File: config.mk
export PLATFORM = sky130hd
export DESIGN_NAME = sliding_window_anagram_matcher_flat
export DESIGN_NICKNAME = d
export VERILOG_FILES = /design/src/hw/rtl/swam_pkg.sv /design/src/hw/rtl/swam_if.sv /design/src/hw/rtl/sliding_window_anagram_matcher.sv /design/src/hw/rtl/swam_front.sv /design/src/hw/rtl/swam_count.sv /design/src/hw/rtl/swam_out_fifo.sv /design/src/flat_wrapper.sv
export SDC_FILE = /design/constraint.sdc
export NUM_CORES = 2
export LEC_CHECK = 0
export BUFFER_PORTS_ARGS = -buffer_cell sky130_fd_sc_hd__buf_2
export CORE_ASPECT_RATIO = 0.8
export CORE_MARGIN = 4
export CORE_UTILIZATION = 29
export DETAILED_ROUTE_END_ITERATION = 10
export PLACE_DENSITY = 0.5
export SETUP_SLACK_MARGIN = 0.2
export SKIP_LAST_GASP = 1
export SLEW_MARGIN = 20
export SYNTH_ARGS = -nofsm -noshare
export SYNTH_HDL_FRONTEND = slang
export SYNTH_SLANG_ARGS = --single-unit
export TNS_END_PERCENT = 30
File: constraint.sdc
create_clock -name clk_i -period 14.36 [get_ports clk_i]
set_clock_uncertainty 0.1 [all_clocks]
set_input_delay 0.718 -clock clk_i [delete_from_list [all_inputs] [get_ports clk_i]]
set_output_delay 0.718 -clock clk_i [all_outputs]
set_load 0.02 [all_outputs]
File: src/hw/rtl/swam_pkg.sv
package swam_pkg;

  localparam int unsigned ALPHABET   = 26;
  localparam int unsigned MAX_WINDOW = 256;

  localparam int unsigned SYM_W = 5;
  localparam int unsigned LTR_W = $clog2(ALPHABET);
  localparam int unsigned PTR_W = $clog2(MAX_WINDOW);
  localparam int unsigned LEN_W = $clog2(MAX_WINDOW + 1);
  localparam int unsigned CNT_W = 10;
  localparam int unsigned MM_W  = 5;
  localparam int unsigned POS_W = 32;
  localparam int unsigned OP_W  = 2;

  localparam int unsigned OUT_DEPTH = 4;
  localparam int unsigned OUT_PTR_W = $clog2(OUT_DEPTH);
  localparam int unsigned OUT_CNT_W = $clog2(OUT_DEPTH + 1);

  localparam logic [OP_W-1:0] OP_CLEAR   = 2'd0;
  localparam logic [OP_W-1:0] OP_PATTERN = 2'd1;
  localparam logic [OP_W-1:0] OP_TEXT    = 2'd2;

  typedef enum logic [1:0] {
    KIND_NONE,
    KIND_CLEAR,
    KIND_PATTERN,
    KIND_TEXT
  } kind_e;

  typedef struct packed {
    logic             valid;
    kind_e            kind;
    logic [SYM_W-1:0] sym;
    logic             drop;
    logic             check;
    logic [POS_W-1:0] pos;
  } stage_t;

endpackage

File: src/hw/rtl/swam_if.sv
interface swam_in_if;
  logic                       valid;
  logic                       ready;
  logic [swam_pkg::OP_W-1:0]  op;
  logic [swam_pkg::SYM_W-1:0] symbol;

  modport source (output valid, output op, output symbol, input ready);
  modport sink (input valid, input op, input symbol, output ready);
endinterface

interface swam_out_if;
  logic                       valid;
  logic                       ready;
  logic [swam_pkg::POS_W-1:0] start_position;

  modport source (output valid, output start_position, input ready);
  modport sink (input valid, input start_position, output ready);
endinterface

File: src/hw/rtl/sliding_window_anagram_matcher.sv
// Sliding-window anagram search over a stream of letters 0..25.
// in_i carries op (clear, pattern letter, text letter) and symbol; out_o
// carries start_position, the text index where a matching window begins.
// Load the pattern first, then stream text; clear before a new pattern.
// One item is taken per cycle while ready is high. Results pass the front
// and count stage registers and the result buffer. The rate is set by the
// window ring, which swaps the leaving letter for the entering one in the
// same cycle, and by two count memories, each written at most once per item.
// Updates to the same letter in consecutive items are forwarded from the
// last write, so repeated letters do not slow the stream.
// Reset, and a clear item, empty all counts at once through per-letter
// valid bits; there is no clearing pass.
// Results queue in a four-entry buffer. When out_o stalls, in_i keeps
// taking items until the buffer plus items in flight would fill it, then
// drops ready until a result is taken or an item leaves with no result.
module sliding_window_anagram_matcher (
  input  logic       clk_i,
  input  logic       rst_ni,
  swam_in_if.sink    in_i,
  swam_out_if.source out_o
);

  swam_pkg::stage_t               s1;
  logic [swam_pkg::SYM_W-1:0]     old_sym;
  logic                           s2_busy;
  logic                           res_valid;
  logic [swam_pkg::POS_W-1:0]     res_pos;
  logic [swam_pkg::OUT_CNT_W-1:0] fifo_cnt;
  logic [swam_pkg::OUT_CNT_W:0]   pending;
  logic                           accept;

  // reserve a buffer slot for every item still in the pipeline
  assign pending = (swam_pkg::OUT_CNT_W + 1)'(fifo_cnt)
                 + (swam_pkg::OUT_CNT_W + 1)'(s1.valid)
                 + (swam_pkg::OUT_CNT_W + 1)'(s2_busy);
  assign in_i.ready = pending < (swam_pkg::OUT_CNT_W + 1)'(swam_pkg::OUT_DEPTH);
  assign accept     = in_i.valid && in_i.ready;

  swam_front u_front (
    .clk_i     (clk_i),
    .rst_ni    (rst_ni),
    .accept_i  (accept),
    .op_i      (in_i.op),
    .symbol_i  (in_i.symbol),
    .stage_o   (s1),
    .old_sym_o (old_sym)
  );

  swam_count u_count (
    .clk_i          (clk_i),
    .rst_ni         (rst_ni),
    .stage_i        (s1),
    .old_sym_i      (old_sym),
    .busy_o         (s2_busy),
    .result_valid_o (res_valid),
    .result_pos_o   (res_pos)
  );

  swam_out_fifo u_out_fifo (
    .clk_i   (clk_i),
    .rst_ni  (rst_ni),
    .push_i  (res_valid),
    .data_i  (res_pos),
    .count_o (fifo_cnt),
    .out_o   (out_o)
  );

endmodule

File: src/hw/rtl/swam_front.sv
module swam_front (
  input  logic                        clk_i,
  input  logic                        rst_ni,
  input  logic                        accept_i,
  input  logic [swam_pkg::OP_W-1:0]   op_i,
  input  logic [swam_pkg::SYM_W-1:0]  symbol_i,
  output swam_pkg::stage_t            stage_o,
  output logic [swam_pkg::SYM_W-1:0]  old_sym_o
);

  logic [swam_pkg::LEN_W-1:0] wl_q, wl_d;
  logic [swam_pkg::POS_W-1:0] ts_q, ts_d;
  logic [swam_pkg::PTR_W-1:0] ptr_q, ptr_d;
  swam_pkg::stage_t           st_q, st_d;
  logic                       ring_we;
  logic                       sym_ok;
  logic [swam_pkg::POS_W-1:0] wl_ext;
  logic [swam_pkg::POS_W-1:0] ts_new;
  logic [swam_pkg::LEN_W-1:0] ptr_inc;

  logic [swam_pkg::SYM_W-1:0] ring_q [swam_pkg::MAX_WINDOW];
  logic [swam_pkg::SYM_W-1:0] old_q;

  assign sym_ok  = symbol_i < swam_pkg::SYM_W'(swam_pkg::ALPHABET);
  assign wl_ext  = swam_pkg::POS_W'(wl_q);
  assign ts_new  = (ts_q == '1) ? ts_q : ts_q + 1'b1;
  assign ptr_inc = swam_pkg::LEN_W'(ptr_q) + 1'b1;

  always_comb begin
    wl_d     = wl_q;
    ts_d     = ts_q;
    ptr_d    = ptr_q;
    ring_we  = 1'b0;
    st_d     = '0;
    st_d.kind = swam_pkg::KIND_NONE;
    if (accept_i) begin
      st_d.valid = 1'b1;
      st_d.sym   = symbol_i;
      unique case (op_i)
        swam_pkg::OP_CLEAR: begin
          st_d.kind = swam_pkg::KIND_CLEAR;
          wl_d      = '0;
          ts_d      = '0;
          ptr_d     = '0;
        end
        swam_pkg::OP_PATTERN: begin
          if (sym_ok && wl_q < swam_pkg::LEN_W'(swam_pkg::MAX_WINDOW) && ts_q == '0) begin
            st_d.kind = swam_pkg::KIND_PATTERN;
            wl_d      = wl_q + 1'b1;
          end
        end
        swam_pkg::OP_TEXT: begin
          if (sym_ok && wl_q != '0) begin
            st_d.kind  = swam_pkg::KIND_TEXT;
            st_d.drop  = ts_q >= wl_ext;
            st_d.check = ts_new >= wl_ext;
            st_d.pos   = ts_new - wl_ext;
            ts_d       = ts_new;
            ring_we    = 1'b1;
            // wrap the slot pointer at the window length
            ptr_d      = (ptr_inc == wl_q) ? '0 : ptr_inc[swam_pkg::PTR_W-1:0];
          end
        end
        default: begin
          st_d.kind = swam_pkg::KIND_NONE;
        end
      endcase
    end
  end

  always_ff @(posedge clk_i or negedge rst_ni) begin
    if (!rst_ni) begin
      wl_q  <= '0;
      ts_q  <= '0;
      ptr_q <= '0;
      st_q  <= '0;
    end else begin
      wl_q  <= wl_d;
      ts_q  <= ts_d;
      ptr_q <= ptr_d;
      st_q  <= st_d;
    end
  end

  // read the leaving letter and write the entering one at the same slot
  always_ff @(posedge clk_i) begin
    if (ring_we) begin
      ring_q[ptr_q] <= symbol_i;
      old_q         <= ring_q[ptr_q];
    end
  end

  assign stage_o   = st_q;
  assign old_sym_o = old_q;

endmodule

File: src/hw/rtl/swam_count.sv
module swam_count (
  input  logic                        clk_i,
  input  logic                        rst_ni,
  input  swam_pkg::stage_t            stage_i,
  input  logic [swam_pkg::SYM_W-1:0]  old_sym_i,
  output logic                        busy_o,
  output logic                        result_valid_o,
  output logic [swam_pkg::POS_W-1:0]  result_pos_o
);

  // Difference of a letter is entered count minus (left + pattern) count,
  // both kept modulo 2^CNT_W in two memories with one write port each.
  logic [swam_pkg::CNT_W-1:0] mem_a [swam_pkg::ALPHABET];
  logic [swam_pkg::CNT_W-1:0] mem_b [swam_pkg::ALPHABET];

  logic [swam_pkg::LTR_W-1:0] rd_sym, rd_old;
  logic [swam_pkg::CNT_W-1:0] a_s_q, a_o_q, b_s_q, b_o_q;

  swam_pkg::stage_t           s2_q;
  logic [swam_pkg::LTR_W-1:0] s2_old_q;
  logic [swam_pkg::LTR_W-1:0] s2_sym;

  logic [swam_pkg::ALPHABET-1:0] vld_a_q, vld_a_d, vld_b_q, vld_b_d;

  logic                       fa_v_q, fa_v_d, fb_v_q, fb_v_d;
  logic [swam_pkg::LTR_W-1:0] fa_addr_q, fb_addr_q;
  logic [swam_pkg::CNT_W-1:0] fa_data_q, fb_data_q;

  logic [swam_pkg::MM_W-1:0]  mm_q, mm_d;

  logic [swam_pkg::CNT_W-1:0] a_s, a_o, b_s, b_o;
  logic [swam_pkg::CNT_W-1:0] diff_s, diff_o, new_s, new_o;
  logic                       we_a, we_b;
  logic [swam_pkg::LTR_W-1:0] wa_addr, wb_addr;
  logic [swam_pkg::CNT_W-1:0] wa_data, wb_data;
  logic                       is_text, is_pat, is_clear, same, use_o;
  logic                       s_up, s_dn, o_up, o_dn;

  assign rd_sym = stage_i.sym[swam_pkg::LTR_W-1:0];
  assign rd_old = stage_i.drop ? old_sym_i[swam_pkg::LTR_W-1:0] : '0;
  assign s2_sym = s2_q.sym[swam_pkg::LTR_W-1:0];

  // take the last write when it went to the same letter
  assign a_s = (fa_v_q && fa_addr_q == s2_sym)   ? fa_data_q :
               (vld_a_q[s2_sym] ? a_s_q : '0);
  assign a_o = (fa_v_q && fa_addr_q == s2_old_q) ? fa_data_q :
               (vld_a_q[s2_old_q] ? a_o_q : '0);
  assign b_s = (fb_v_q && fb_addr_q == s2_sym)   ? fb_data_q :
               (vld_b_q[s2_sym] ? b_s_q : '0);
  assign b_o = (fb_v_q && fb_addr_q == s2_old_q) ? fb_data_q :
               (vld_b_q[s2_old_q] ? b_o_q : '0);

  assign is_text  = s2_q.valid && s2_q.kind == swam_pkg::KIND_TEXT;
  assign is_pat   = s2_q.valid && s2_q.kind == swam_pkg::KIND_PATTERN;
  assign is_clear = s2_q.valid && s2_q.kind == swam_pkg::KIND_CLEAR;
  assign same     = s2_q.drop && s2_old_q == s2_sym;
  assign use_o    = is_text && s2_q.drop && !same;

  assign diff_s = a_s - b_s;
  assign diff_o = a_o - b_o;
  assign new_s  = is_pat ? diff_s - 1'b1 : diff_s + 1'b1;
  assign new_o  = diff_o - 1'b1;

  assign s_up = (is_pat || (is_text && !same)) && diff_s == '0 && new_s != '0;
  assign s_dn = (is_pat || (is_text && !same)) && diff_s != '0 && new_s == '0;
  assign o_up = use_o && diff_o == '0 && new_o != '0;
  assign o_dn = use_o && diff_o != '0 && new_o == '0;

  always_comb begin
    we_a    = is_text;
    wa_addr = s2_sym;
    wa_data = a_s + 1'b1;
    we_b    = is_pat || (is_text && s2_q.drop);
    wb_addr = is_pat ? s2_sym : s2_old_q;
    wb_data = is_pat ? b_s + 1'b1 : b_o + 1'b1;

    vld_a_d = vld_a_q;
    vld_b_d = vld_b_q;
    fa_v_d  = we_a;
    fb_v_d  = we_b;
    mm_d    = mm_q + swam_pkg::MM_W'(s_up) + swam_pkg::MM_W'(o_up)
                   - swam_pkg::MM_W'(s_dn) - swam_pkg::MM_W'(o_dn);
    if (we_a) vld_a_d[wa_addr] = 1'b1;
    if (we_b) vld_b_d[wb_addr] = 1'b1;
    if (is_clear) begin
      vld_a_d = '0;
      vld_b_d = '0;
      fa_v_d  = 1'b0;
      fb_v_d  = 1'b0;
      mm_d    = '0;
    end
  end

  always_ff @(posedge clk_i) begin
    if (we_a) mem_a[wa_addr] <= wa_data;
    if (we_b) mem_b[wb_addr] <= wb_data;
    a_s_q <= mem_a[rd_sym];
    a_o_q <= mem_a[rd_old];
    b_s_q <= mem_b[rd_sym];
    b_o_q <= mem_b[rd_old];
    s2_old_q  <= rd_old;
    fa_addr_q <= wa_addr;
    fa_data_q <= wa_data;
    fb_addr_q <= wb_addr;
    fb_data_q <= wb_data;
  end

  always_ff @(posedge clk_i or negedge rst_ni) begin
    if (!rst_ni) begin
      s2_q    <= '0;
      vld_a_q <= '0;
      vld_b_q <= '0;
      fa_v_q  <= 1'b0;
      fb_v_q  <= 1'b0;
      mm_q    <= '0;
    end else begin
      s2_q    <= stage_i;
      vld_a_q <= vld_a_d;
      vld_b_q <= vld_b_d;
      fa_v_q  <= fa_v_d;
      fb_v_q  <= fb_v_d;
      mm_q    <= mm_d;
    end
  end

  assign busy_o         = s2_q.valid;
  assign result_valid_o = is_text && s2_q.check && mm_d == '0;
  assign result_pos_o   = s2_q.pos;

endmodule

File: src/hw/rtl/swam_out_fifo.sv
module swam_out_fifo (
  input  logic                           clk_i,
  input  logic                           rst_ni,
  input  logic                           push_i,
  input  logic [swam_pkg::POS_W-1:0]     data_i,
  output logic [swam_pkg::OUT_CNT_W-1:0] count_o,
  swam_out_if.source                     out_o
);

  logic [swam_pkg::POS_W-1:0]     fifo_q [swam_pkg::OUT_DEPTH];
  logic [swam_pkg::OUT_PTR_W-1:0] wr_q, rd_q;
  logic [swam_pkg::OUT_CNT_W-1:0] cnt_q;
  logic                           pop;

  assign pop                  = out_o.valid && out_o.ready;
  assign out_o.valid          = cnt_q != '0;
  assign out_o.start_position = fifo_q[rd_q];
  assign count_o              = cnt_q;

  always_ff @(posedge clk_i) begin
    if (push_i) fifo_q[wr_q] <= data_i;
  end

  always_ff @(posedge clk_i or negedge rst_ni) begin
    if (!rst_ni) begin
      wr_q  <= '0;
      rd_q  <= '0;
      cnt_q <= '0;
    end else begin
      if (push_i) wr_q <= wr_q + 1'b1;
      if (pop) rd_q <= rd_q + 1'b1;
      cnt_q <= cnt_q + swam_pkg::OUT_CNT_W'(push_i) - swam_pkg::OUT_CNT_W'(pop);
    end
  end

endmodule

File: src/flat_wrapper.sv
// flat-port wrapper written by rule: the top's interface ports become plain ports
module sliding_window_anagram_matcher_flat 
  (clk_i, rst_ni, in_i_valid, in_i_op, in_i_symbol, in_i_ready, out_o_valid, out_o_start_position, out_o_ready);
  swam_in_if in_i_i ();
  swam_out_if out_o_i ();
  input  logic clk_i;
  input  logic rst_ni;
  input wire logic [$bits(in_i_i.valid)-1:0] in_i_valid;
  input wire logic [$bits(in_i_i.op)-1:0] in_i_op;
  input wire logic [$bits(in_i_i.symbol)-1:0] in_i_symbol;
  output wire logic [$bits(in_i_i.ready)-1:0] in_i_ready;
  output wire logic [$bits(out_o_i.valid)-1:0] out_o_valid;
  output wire logic [$bits(out_o_i.start_position)-1:0] out_o_start_position;
  input wire logic [$bits(out_o_i.ready)-1:0] out_o_ready;
  assign in_i_i.valid = in_i_valid;
  assign in_i_i.op = in_i_op;
  assign in_i_i.symbol = in_i_symbol;
  assign in_i_ready = in_i_i.ready;
  assign out_o_valid = out_o_i.valid;
  assign out_o_start_position = out_o_i.start_position;
  assign out_o_i.ready = out_o_ready;
  sliding_window_anagram_matcher u_core (.clk_i(clk_i), .rst_ni(rst_ni), .in_i(in_i_i), .out_o(out_o_i));
endmodule
==> flow_summary.json <==
{
  "yosys_warnings": 0,
  "period_minus_slack_ns": 9.59,
  "initial_core_util_pct": 29.3,
  "area_growth_syn_to_layout_pct": 14.0,
  "cts_root_buf": "clkbuf_16",
  "grt_pass1_wl_mm": 371,
  "required_ns": 15.01,
  "fmax_mhz": 104,
  "vias_per_cell": 5.20,
  "numPortBuffers": 44,
  "synth_cell_types": 86,
  "p_leak_nw": 33.0,
  "ant_nets": 0,
  "hpwl_mm": 159,
  "post_cts_buffers": 0,
  "hold_ws_ns": 0.101,
  "die_height_um": 515,
  "ios": 45,
  "ys_ff_latch": 2207,
  "slew_viol_final": 0,
  "synthesis.area_mm2": 0.0932,
  "critPathBufInv": 4,
  "grt_max_degree": 193,
  "synth.avg_cell_area_um2": 18.0,
  "antenna_found_initial": 20,
  "num_vias": 50200,
  "insertion_delay_ns": 0.90,
  "status": "completed",
  "core_mm2": 0.319,
  "rsz0062_at_grt": "no",
  "clk_pin_slew_worst_paths_ns": 0.06,
  "cts_buffers": 233,
  "num_rows": 185,
  "irDropWorstVdd_v": 0.000106,
  "end_kind": "register",
  "crit_slowest_cell": "mux4_2",
  "synthArstFlopShare_pct": 9.02,
  "synthTopCellsByArea": "edfxtp_1 62%, mux4_2 15%, dfrtp_1 5.3%",
  "synth-seq-area-share_pct": 69.2,
  "cts.path.max_buffers": 4,
  "clock-sinks": 2207,
  "tns_ns": 0,
  "place_ws_ns": 4.75,
  "drtIter0Drc": 5037,
  "slew_headroom_pct": 23.6,
  "die_area_mm2": 0.331,
  "tritoncts": "done",
  "grt_pass1_vias": 50200,
  "worst_pin_slew_ns": 1.13,
  "setup_slack_ns": 4.77,
  "synth_area_leader_cell": "edfxtp_1",
  "holdBufCountCts": 2,
  "synth-main-ff-cell": "edfxtp_1",
  "power_mw": 16.8,
  "fillCellCount": 30100,
  "syn-num-nets": 5255,
  "firstDrtPassIters": 7,
  "grt-ovfl-total": 0,
  "crit_top_cell": "ha_1",
  "finalWeightedCongestion": 0.821,
  "drive_gt1_share_pct": 25.5,
  "wire_per_inst_um": 26.7,
  "cts_resized": 0,
  "drc": 0,
  "maxCapViolCount": 0,
  "hp-class": "in2reg",
  "grt.total_usage_pct": 15.2,
  "critPathLaunchType": "register",
  "setup-violations-final": 0,
  "synth_top_area_share_pct": 62.3,
  "nets": 5318,
  "cts_max_level": 4,
  "drt_wl_total_mm": 258,
  "min_period_over_period_pct": 66.8,
  "cp_slowest_stage_delay_ns": 0.58,
  "synth_edf_count": 1933,
  "power.density_mw_per_mm2": 158,
  "die_w_um": 642,
  "hold_viol_final": 0,
  "critical_path_peak_fanout": 25,
  "multi_input_area_mm2": 0.0274,
  "crit_family": "adder cells",
  "final-seq-area_mm2": 0.0646,
  "crit_type": "reg2reg",
  "synthCells": 5171,
  "cp.arrival_ns": 10.25
}
==> per-stage QoR <==
step           area (um2)  util [%]  cells
2_1_floorplan       93200         -   5171
3_3_place_gp        98700      31.0   9202
3_5_place_dp        98700      31.0   9202
4_1_cts            106000      33.3   9630
5_1_grt            106000      33.3   9635
6_report           106000      33.3   9641
==> routing by layer <==
layer | vias up | part of all wire, % | global-route usage (%)
li1 | 21100 | - | -
met1 | 26900 | 47 | 22.9
met2 | 1835 | 43 | 21.7
met3 | 307 | 8.6 | 4.06
met4 | 0 | 1.8 | 3.18
met5 | - | 0 | 0
==> sequential cells by signal, indices dropped and copies added (netlist names), 26 cells and up <==
name	count
u_core.u_front.ring_q	1280
u_core.u_count.mem_a	260
u_core.u_count.mem_b	260
u_core.u_out_fifo.fifo_q	128
u_core.u_front.stage_o	42
u_core.u_count.result_pos_o	32
u_core.u_front.ts_q	32
u_core.u_count.vld_a_q	26
u_core.u_count.vld_b_q	26
==> final timing paths <==
| path | startpoint | endpoint | slack (ns) | cells after the start |
|---|---|---|---|---|
| max in group asynchronous | rst_ni | u_core.u_count.vld_b_q[1] | 12.53 | 3 |
| setup reg to reg | u_core.u_count.s2_sym[0] | u_core.u_out_fifo.count_o[2] | 4.77 | 35 |
| min in group asynchronous | rst_ni | u_core.u_out_fifo.rd_q[0] | 0.27 | 2 |
| hold reg to reg | u_core.u_front.stage_o[19] | u_core.u_count.result_pos_o[19] | 0.24 | 0 |
| setup / recovery | u_core.u_count.s2_sym[0] | u_core.u_out_fifo.count_o[2] | 4.77 | 35 |
| hold / removal | in_i_valid | u_core.u_front.stage_o[34] | 0.10 | 2 |
==> placed cells by master (no fill, tap or decap), types with 61 or more instances in the layout <==
master | synthesis | final
a21oi_1 | 143 | 143
buf_4 | 7 | 116
clkbuf_1 | 245 | 61
clkbuf_16 | 0 | 236
dfrtp_1 | 199 | 188
dfxtp_1 | 75 | 75
edfxtp_1 | 1933 | 1933
ha_1 | 66 | 65
inv_1 | 61 | 61
mux2_2 | 128 | 128
mux4_2 | 639 | 639
nand2_1 | 131 | 128
nand3_1 | 61 | 61
nor2_1 | 428 | 390
nor2b_1 | 68 | 68
o21ai_0 | 141 | 140
o221ai_1 | 61 | 61
xnor2_1 | 79 | 67
==> cell type report <==
| cell class | count | share of cell area, % |
|---|---|---|
| flip-flops and latches | 2207 | 60.7 |
| repair buffers | 172 | 1.30 |
| well taps | 4207 | 4.95 |
| clock inverters | 117 | 1.10 |
| inverters | 63 | 0.222 |
| diodes | 9 | 0.0212 |
| clock buffers | 309 | 5.93 |
| multi-input cells | 2557 | 25.7 |
==> synth_stat cells (13+ instances only) <==
master,count
clkbuf_1,245
a21oi_1,143
nand2_1,131
mux2i_1,50
xnor2_1,79
a22o_1,29
buf_2,44
and3_1,20
o22ai_1,28
o21a_1,32
nand3_1,61
a22oi_1,20
dfrtp_1,199
ha_1,66
inv_1,61
a31oi_1,20
mux4_2,639
nor2b_1,68
nor4_1,22
o221a_2,20
o221ai_1,61
o21ai_0,141
buf_1,44
nand4_1,34
o31ai_1,13
a211oi_1,24
mux2_2,128
dfxtp_1,75
nor2_1,428
a21o_1,42
a221oi_1,40
edfxtp_1,1933
xor2_1,47
and2_1,13
nor3_1,29
==> kinds of logic (layout without fill, tap and decap cells) <==
group                      after synthesis  count (layout)  synth area share (%)
muxes                                  817             817                  17.5
AOI/OAI and AO/OA                      659             659                  4.85
and+or+nand+nor                        882             882                  4.45
DFF                                   2207            2207                  69.2
xor gates and xnor gates               126             126                  1.18
other                                    0               9                     0
buffers and inverters                  407             661                  1.75
adders and majority gates               73              73                  1.04
==> where the power goes <==
| group | switching (mW) | total (mW) | internal (mW) |
|---|---|---|---|
| Combinational | 1.99 | 3.52 | 1.52 |
| Clock | 2.50 | 5.93 | 3.43 |
| Sequential | 0.194 | 7.37 | 7.18 |
| Total | 4.69 | 16.8 | 12.1 |
Note: power is estimated with default switching activity, not from simulation.
